**config.mk**
```make
export PLATFORM = sky130hd
export DESIGN_NAME = tiled_texture_coordinate_wrap_unit
export DESIGN_NICKNAME = d
export VERILOG_FILES = /design/src/rtl/core/ttcw_pkg.sv /design/src/rtl/core/tiled_texture_coordinate_wrap_unit.sv
export SDC_FILE = /design/constraint.sdc
export NUM_CORES = 2
export LEC_CHECK = 0
export ABC_AREA = 1
export BUFFER_PORTS_ARGS = -buffer_cell sky130_fd_sc_hd__buf_2
export CORE_AREA = 2 2 386 388
export DETAILED_ROUTE_END_ITERATION = 8
export DIE_AREA = 0 0 388 390
export HOLD_SLACK_MARGIN = 0.05
export SLEW_MARGIN = 30
export SYNTH_ARGS = -nofsm -noshare
export SYNTH_HDL_FRONTEND = slang
export SYNTH_SLANG_ARGS = --single-unit
```
**constraint.sdc**
```tcl
create_clock -name clk -period 7.55 [get_ports clk]
set_clock_uncertainty 0.2 [all_clocks]
set_input_delay 1.51 -clock clk [delete_from_list [all_inputs] [get_ports clk]]
set_output_delay 1.51 -clock clk [all_outputs]
set_load 0.01 [all_outputs]
```
**src/rtl/core/ttcw_pkg.sv**
```systemverilog
// Shared widths and register indexes of the texture coordinate wrap unit.
`default_nettype none

package ttcw_pkg;

  // Fraction bits of every fixed point value (one = 1 << FRAC_BITS)
  localparam int FRAC_BITS  = 16;

  // Fixed field widths
  localparam int POS_W      = 20;
  localparam int CTR_W      = 19;
  localparam int INV_W      = 23;
  localparam int PH_W       = 17;
  localparam int TEX_W      = 17;
  localparam int CFG_IDX_W  = 3;
  localparam int CFG_DATA_W = 23;

  // Configuration register map
  typedef enum logic [CFG_IDX_W-1:0] {
    REG_CENTER_X   = 3'd0,
    REG_CENTER_Y   = 3'd1,
    REG_INV_TILE_X = 3'd2,
    REG_INV_TILE_Y = 3'd3,
    REG_PHASE      = 3'd4,
    REG_MIRROR     = 3'd5,
    REG_CLAMP      = 3'd6,
    REG_PHASE_HORZ = 3'd7
  } cfg_reg_t;

endpackage

`default_nettype wire

```
**src/rtl/core/tiled_texture_coordinate_wrap_unit.sv**
```systemverilog
// Texture coordinate generator: tile scaling, clamp, row offset, repeat and mirror.
`default_nettype none

// Maps one output pixel position (in_pos_x, in_pos_y, signed Q3.FRAC_BITS) to a
// source texture coordinate (out_tex_u, out_tex_v, 0 to 1.0 inclusive). Each axis
// is centered on the tile grid center, scaled by the reciprocal tile size, rounded
// to nearest (ties up) and offset by one half, so the central tile spans [0,1).
// Clamp mode saturates both axes to [0,1]; otherwise the odd tile rows (or columns)
// are shifted by the phase, the coordinate wraps to its fraction, and mirror mode
// reflects that fraction in odd tiles. The datapath is a five stage pipeline:
// subtract, multiply (21 x 24 bit), round, clamp/phase, wrap/mirror. The output is
// registered, and the unit takes one beat per cycle while in_stall is low. Each
// stage advances whenever the stage after it is empty or moving, so bubbles are
// squeezed out and in_stall rises only when every stage holds a beat
// and the output is stalled. Configuration is read live by the pipeline; write it
// only while no beat is in flight. Indexes 0..7 cover all registers.
module tiled_texture_coordinate_wrap_unit (
  input  wire logic                                   clk,
  input  wire logic                                   rst_n,
  // input channel
  input  wire logic                                   in_valid,
  output logic                                        in_stall,
  input  wire logic signed [ttcw_pkg::POS_W-1:0]      in_pos_x,
  input  wire logic signed [ttcw_pkg::POS_W-1:0]      in_pos_y,
  // result channel
  output logic                                        out_valid,
  input  wire logic                                   out_stall,
  output logic             [ttcw_pkg::TEX_W-1:0]      out_tex_u,
  output logic             [ttcw_pkg::TEX_W-1:0]      out_tex_v,
  // configuration port
  input  wire logic                                   cfg_we,
  input  wire logic        [ttcw_pkg::CFG_IDX_W-1:0]  cfg_idx,
  input  wire logic        [ttcw_pkg::CFG_DATA_W-1:0] cfg_data
);

  import ttcw_pkg::*;

  // Datapath widths follow from the field widths and FRAC_BITS.
  localparam int DIFF_W = POS_W + 1;              // pos - center
  localparam int PROD_W = DIFF_W + INV_W + 1;     // signed product
  localparam int Q_W    = PROD_W + 4;             // room for rounding constant
  localparam int F_W    = FRAC_BITS + 1;          // fraction plus tile parity bit

  localparam logic signed [Q_W-1:0] HALF_Q = Q_W'(1) << (FRAC_BITS - 1);
  localparam logic signed [Q_W-1:0] ONE_Q  = Q_W'(1) << FRAC_BITS;
  // Round to nearest, then add one half: fold both into one constant ahead of the shift.
  localparam logic signed [Q_W-1:0] RND_Q  = HALF_Q + (HALF_Q << FRAC_BITS);
  localparam logic [F_W-1:0]        ONE_F  = F_W'(1) << FRAC_BITS;

  // --------------------------------------------------------------------------
  // Configuration registers
  // --------------------------------------------------------------------------
  logic signed [CTR_W-1:0] center_x_r, center_y_r;
  logic        [INV_W-1:0] inv_x_r, inv_y_r;
  logic        [PH_W-1:0]  phase_r;
  logic                    mirror_r, clamp_r, phase_horz_r;

  always_ff @(posedge clk) begin
    if (!rst_n) begin
      center_x_r   <= CTR_W'(1) << (FRAC_BITS - 1);
      center_y_r   <= CTR_W'(1) << (FRAC_BITS - 1);
      inv_x_r      <= INV_W'(1) << FRAC_BITS;
      inv_y_r      <= INV_W'(1) << FRAC_BITS;
      phase_r      <= '0;
      mirror_r     <= 1'b0;
      clamp_r      <= 1'b0;
      phase_horz_r <= 1'b0;
    end else if (cfg_we) begin
      unique case (cfg_reg_t'(cfg_idx))
        REG_CENTER_X:   center_x_r   <= cfg_data[CTR_W-1:0];
        REG_CENTER_Y:   center_y_r   <= cfg_data[CTR_W-1:0];
        REG_INV_TILE_X: inv_x_r      <= cfg_data[INV_W-1:0];
        REG_INV_TILE_Y: inv_y_r      <= cfg_data[INV_W-1:0];
        REG_PHASE:      phase_r      <= cfg_data[PH_W-1:0];
        REG_MIRROR:     mirror_r     <= cfg_data[0];
        REG_CLAMP:      clamp_r      <= cfg_data[0];
        REG_PHASE_HORZ: phase_horz_r <= cfg_data[0];
        default: ;
      endcase
    end
  end

  // --------------------------------------------------------------------------
  // Stage enables: a stage loads when it is empty or its successor loads.
  // --------------------------------------------------------------------------
  logic v1_r, v2_r, v3_r, v4_r, v5_r;
  logic en1, en2, en3, en4, en5;

  assign en5      = !v5_r || !out_stall;
  assign en4      = !v4_r || en5;
  assign en3      = !v3_r || en4;
  assign en2      = !v2_r || en3;
  assign en1      = !v1_r || en2;
  assign in_stall = !en1;

  always_ff @(posedge clk) begin
    if (!rst_n) begin
      v1_r <= 1'b0;
      v2_r <= 1'b0;
      v3_r <= 1'b0;
      v4_r <= 1'b0;
      v5_r <= 1'b0;
    end else begin
      if (en1) v1_r <= in_valid;
      if (en2) v2_r <= v1_r;
      if (en3) v3_r <= v2_r;
      if (en4) v4_r <= v3_r;
      if (en5) v5_r <= v4_r;
    end
  end

  // --------------------------------------------------------------------------
  // Stage 1: center the position on the grid center.
  // --------------------------------------------------------------------------
  logic signed [DIFF_W-1:0] dx_nxt, dy_nxt, dx_r, dy_r;

  assign dx_nxt = DIFF_W'(in_pos_x) - DIFF_W'(center_x_r);
  assign dy_nxt = DIFF_W'(in_pos_y) - DIFF_W'(center_y_r);

  // Stage 2: scale by the reciprocal tile size (reciprocal is unsigned).
  logic signed [PROD_W-1:0] px_nxt, py_nxt, px_r, py_r;

  assign px_nxt = PROD_W'(dx_r) * PROD_W'($signed({1'b0, inv_x_r}));
  assign py_nxt = PROD_W'(dy_r) * PROD_W'($signed({1'b0, inv_y_r}));

  // Stage 3: round to nearest, drop the fraction of the product, add one half.
  logic signed [Q_W-1:0] sx_sum, sy_sum;
  logic signed [Q_W-1:0] qx_nxt, qy_nxt, qx_r, qy_r;

  assign sx_sum = Q_W'(px_r) + RND_Q;
  assign sy_sum = Q_W'(py_r) + RND_Q;
  assign qx_nxt = sx_sum >>> FRAC_BITS;
  assign qy_nxt = sy_sum >>> FRAC_BITS;

  // Stage 4: clamp, or apply the alternate row/column offset. Only the fraction and
  // the tile parity bit matter from here on, so the offset is done modulo two tiles.
  logic [F_W-1:0] phase_f;
  logic [F_W-1:0] cx, cy, ox, oy;
  logic [F_W-1:0] ux_nxt, uy_nxt, ux_r, uy_r;

  assign phase_f = F_W'(phase_r);

  always_comb begin
    // clamp each axis to [0, one]
    if (qx_r[Q_W-1])       cx = '0;
    else if (qx_r > ONE_Q) cx = ONE_F;
    else                   cx = qx_r[F_W-1:0];
    if (qy_r[Q_W-1])       cy = '0;
    else if (qy_r > ONE_Q) cy = ONE_F;
    else                   cy = qy_r[F_W-1:0];

    // shift one axis by the parity of the other axis's tile
    ox = qx_r[F_W-1:0];
    oy = qy_r[F_W-1:0];
    if (phase_horz_r) begin
      if (qy_r[FRAC_BITS]) ox = qx_r[F_W-1:0] - phase_f;
    end else begin
      if (qx_r[FRAC_BITS]) oy = qy_r[F_W-1:0] - phase_f;
    end

    ux_nxt = clamp_r ? cx : ox;
    uy_nxt = clamp_r ? cy : oy;
  end

  // Stage 5: wrap to the fraction, reflect in odd tiles when mirroring.
  logic [F_W-1:0] tu_nxt, tv_nxt, tu_r, tv_r;

  always_comb begin
    if (clamp_r) begin
      tu_nxt = ux_r;
      tv_nxt = uy_r;
    end else begin
      tu_nxt = {1'b0, ux_r[FRAC_BITS-1:0]};
      tv_nxt = {1'b0, uy_r[FRAC_BITS-1:0]};
      if (mirror_r && ux_r[FRAC_BITS]) tu_nxt = ONE_F - {1'b0, ux_r[FRAC_BITS-1:0]};
      if (mirror_r && uy_r[FRAC_BITS]) tv_nxt = ONE_F - {1'b0, uy_r[FRAC_BITS-1:0]};
    end
  end

  // Payload registers: load with the stage enable, no reset needed.
  always_ff @(posedge clk) begin
    if (en1) begin
      dx_r <= dx_nxt;
      dy_r <= dy_nxt;
    end
    if (en2) begin
      px_r <= px_nxt;
      py_r <= py_nxt;
    end
    if (en3) begin
      qx_r <= qx_nxt;
      qy_r <= qy_nxt;
    end
    if (en4) begin
      ux_r <= ux_nxt;
      uy_r <= uy_nxt;
    end
    if (en5) begin
      tu_r <= tu_nxt;
      tv_r <= tv_nxt;
    end
  end

  assign out_valid = v5_r;
  assign out_tex_u = TEX_W'(tu_r);
  assign out_tex_v = TEX_W'(tv_r);

  // --------------------------------------------------------------------------
  // Assertions
  // --------------------------------------------------------------------------
  // Input is held off only when every stage is full and the output is stalled.
  a_stall_only_when_full: assert property (@(posedge clk) disable iff (!rst_n)
    in_stall |-> (v1_r && v2_r && v3_r && v4_r && v5_r && out_stall))
    else $error("input stalled with a free pipeline stage");

  // An accepted beat lands in the first stage.
  a_accept_enters: assert property (@(posedge clk) disable iff (!rst_n)
    (in_valid && !in_stall) |=> v1_r)
    else $error("accepted beat lost at stage one");

  // A result never exceeds one.
  a_result_range: assert property (@(posedge clk) disable iff (!rst_n)
    v5_r |-> (tu_r <= ONE_F) && (tv_r <= ONE_F))
    else $error("texture coordinate above one");

  // Plain repeat mode yields a fraction strictly below one.
  a_repeat_below_one: assert property (@(posedge clk) disable iff (!rst_n)
    (v5_r && !clamp_r && !mirror_r) |-> (!tu_r[FRAC_BITS] && !tv_r[FRAC_BITS]))
    else $error("repeat mode coordinate reached one");

  // A stalled result is not disturbed by the stages behind it.
  a_result_held: assert property (@(posedge clk) disable iff (!rst_n)
    (v5_r && out_stall) |=> (v5_r && $stable(tu_r) && $stable(tv_r)))
    else $error("stalled result changed");

endmodule

`default_nettype wire

```
==> run metrics <==
async set-reset flop share out of synthesis=0%; clock tree sinks=339; share of layout cells above drive strength 1=5.76%; Final Core Density=38.1%; worst path cell trace=buf_4, nand2_1, fa_1, fa_1, fa_1, inv_1, fa_1, fa_1, fa_1, inv_1, fa_1, inv_1, ha_1, a21oi_1, a21boi_0, o21bai_1, o21ai_0, nand3_1, nand2_1, nand2_1; Detail Route Antenna Nets=0; Yosys top cell area share=31.1%; width of the chip=388 um; total overflow reported by the global router=0; IO Port Bufs=106; Setup crit end kind=flip-flop; remaining max-slew budget at the tightest pin=28.7%; global placer's final weighted congestion=0.924; count of warnings emitted by yosys=0; hpwl dp=127000 um; Pins Over Slew Limit=0; clock-pin transition on the worst setup and hold timing paths=0.06 ns; cell row count=141; drt wl/cell=18.2 um; initial core utilization=34.9%; start point of the critical path=dx_r[7]$_DFFE_PN_; post-route DRC violation count=0; post-route fraction of the period consumed by the critical path=95.2%; endpoint of the lowest-slack register-to-register path=px_r[43]$_DFFE_PP_; cell types with the largest area share after synthesis=fa_1 31%, edfxtp_1 13%, inv_1 12%, nand2_1 11%, ha_1 10%; vias in the first global route=42200; number of buffers inserted to repair setup after CTS=0; final period demand of the worst path=7.19 ns; Die Footprint=151000 um^2; worst skew pair latency=0.62 ns; total via count after detailed routing=41100; status=finished clean; path class of the lowest-slack min-delay path=reg -> reg; ys flop type=edfxtp_1; worst reg-to-reg path cell count=20; Total Wirelength=155000 um; number of nets produced by synthesis=7768; Layout Nets=7842; clock root cell=clkbuf_16; flip-flop and latch count after synthesis=339; area added between synthesis and finish=9.14%; TritonCTS clock tree=done; quantity of hold-fixing buffers added after cts=0; Max Fanout on Critical Path=12; per-cell via count in the routed design=4.83; number of synthesized flops with an enable pin=230; launching point of the worst reg2reg path=dx_r[7]$_DFFE_PN_; pin slew with the least headroom to its limit=1.07 ns; Die Y=390 um; Unique masters post-synth=45; largest delay contributor family on the critical path=adder cells; average cell area after synthesis=7.93 um^2; logic depth of the worst path, buffers included=20; Post-Synthesis Cells=6471; required time of the critical path=7.68 ns; Top-Level Pins=107; max-capacitance violation count=0; proportion of synthesized chip area in sequential cells=17.7%; Buf+Inv Stages, Crit Path=4; placeable core region=147000 um^2; Finished Layout Cells=8513; critical path's largest stage delay=0.78 ns; cell with the largest stage delay on the worst path=edfxtp_1; global-route usage over all layers=20.6%; destination of the critical timing path=px_r[43]$_DFFE_PP_; power density cells=270 nW/um^2; endpoints failing setup=0; fmax=139 MHz; Synth Cell Area=51300 um^2; number of antenna violations at the first check in global routing=6; Critical Path AT=7.32 ns; maximum ir drop on the vdd rail=209 uV; Placed Cells=8431; internal reg-to-reg setup slack=0.36 ns; quantity of gates resized following cts=0; Hold Fails Final Rpt=0; most common cell type on the critical path=fa_1; maximum level of the CTS H-tree=2; summed negative setup slack over all endpoints=0 ns; post-synthesis cell type with the largest combined area=fa_1; Iter 0 DRT Violations=2987; length of the first detailed-routing pass in iterations=5; largest net degree at the start of global routing=83; critical path start-end classification=reg -> reg; Leak=30.6 nW; critical path startpoint category=flip-flop; unrepaired setup endpoints after global routing=false; number of buffers inserted during clock tree synthesis=41; global-route wire length before repair=241000 um; Max clock buf depth=3
state kept, by name (all words and copies together) (netlist names), 19 cells and up:
register,count
center_x_r,19
center_y_r,19
dx_r,21
dy_r,21
inv_x_r,23
inv_y_r,23
px_r,30
py_r,30
qx_r,30
qy_r,30
worst register-to-register path, cell delays in order, from the launching register on:
cell and delay [ns]:
edfxtp_1 0.78, buf_4 0.31, nand2_1 0.09, fa_1 0.54, fa_1 0.53, fa_1 0.51
inv_1 0.05, fa_1 0.55, fa_1 0.43, fa_1 0.50, inv_1 0.05, fa_1 0.49
inv_1 0.05, ha_1 0.36, a21oi_1 0.23, a21boi_0 0.40, o21bai_1 0.16, o21ai_0 0.38
nand3_1 0.13, nand2_1 0.08, nand2_1 0.07
cell families (layout without fill, tap and decap cells):
kind of cell	Yosys count	after routing	synth area share, %
xor+xnor	169	169	2.88
simple gates	2225	2225	17.5
compound gates	603	603	6.37
buf+inv	1909	2015	14.0
other cells	0	6	0
flops	339	339	17.7
fa+ha+maj	1226	1226	41.5
cell type report:
type / count / area [um^2]
Fill cell: 15200 / 91100
Multi-Input combinational cell: 4223 / 35100
Sequential cell: 339 / 9090
Inverter: 1695 / 6370
Tap cell: 1930 / 2410
Timing Repair Buffer: 245 / 1630
Clock buffer: 56 / 1190
Clock inverter: 19 / 246
Antenna cell: 6 / 15.0
worst min-delay path by stage:
stage / start / endpoint / slack, ns / depth (start not counted)
after floorplan: ux_r[0]$_DFFE_PP_ / out_tex_u[0]$_DFFE_PP_ / 0.23 / 0
after global placement: uy_r[0]$_DFFE_PP_ / out_tex_v[0]$_DFFE_PP_ / 0.24 / 0
after detailed placement: center_x_r[14]$_SDFFE_PN0P_ / center_x_r[14]$_SDFFE_PN0P_ / 0.25 / 2
after CTS: center_x_r[14]$_SDFFE_PN0P_ / center_x_r[14]$_SDFFE_PN0P_ / 0.26 / 2
after global routing: v1_r$_SDFFE_PN0N_ / v2_r$_SDFFE_PN0P_ / 0.28 / 2
final: center_x_r[11]$_SDFFE_PN0P_ / center_x_r[11]$_SDFFE_PN0P_ / 0.26 / 2
layer usage:
| layer | part of all wire [%] | GRT usage [%] |
|---|---|---|
| met1 | 45 | 28.1 |
| met2 | 43 | 32.1 |
| met3 | 9.3 | 5.92 |
| met4 | 2.2 | 4.74 |
| met5 | 0.013 | 0 |
metrics by stage:
step,cell area (um^2),setup WS [ns],hold WS (ns),total power [mW]
after CTS,56000,0.377,0.259,15.1
after detailed placement,54500,0.376,0.249,12.9
after global placement,54500,0.433,0.242,12.9
after global routing,56000,0.0407,0.277,16.5
final,56000,0.361,0.257,15.1
after floorplan,51300,0.281,0.226,9.55
cells in the mapped netlist (9+ instances only):
library cell / n
dfxtp_1: 109
nor2_4: 9
inv_1: 1690
a21boi_0: 9
a21oi_1: 242
nand3_1: 103
ha_1: 430
a31oi_1: 10
nor2_1: 417
xnor2_1: 55
o21a_1: 19
nand4_1: 46
or2_2: 28
o21ai_0: 256
nor3_1: 41
xor2_1: 114
nor4_1: 33
edfxtp_1: 230
clkbuf_1: 211
nand2_1: 1513
a21o_1: 24
o31ai_1: 10
fa_1: 796
o21bai_1: 11
power breakdown:
| group | internal [mW] | switching [mW] |
|---|---|---|
| clock network | 1.23 | 0.899 |
| registers | 2.91 | 0.752 |
| logic | 3.33 | 6.02 |
| total | 7.47 | 7.67 |
placed cells by master, fill, tap and decap left out, drive strengths merged, types with 8 or more instances in the layout:
cell type and count:
o21bai 11, xnor2 55, inv 1694, nand2 1521, xor2 114, nor4 33
o31ai 10, buf 245, fa 796, edfxtp 230, clkinv 14, a21o 24
or2 29, nand4 46, o21a 19, ha 430, nor2 432, o21ai 259
nand3 108, clkbuf 56, nor3 41, dfxtp 109, a21boi 10, nand3b 8
a31oi 10, a21oi 244
Power figures use the tool's default switching activity.
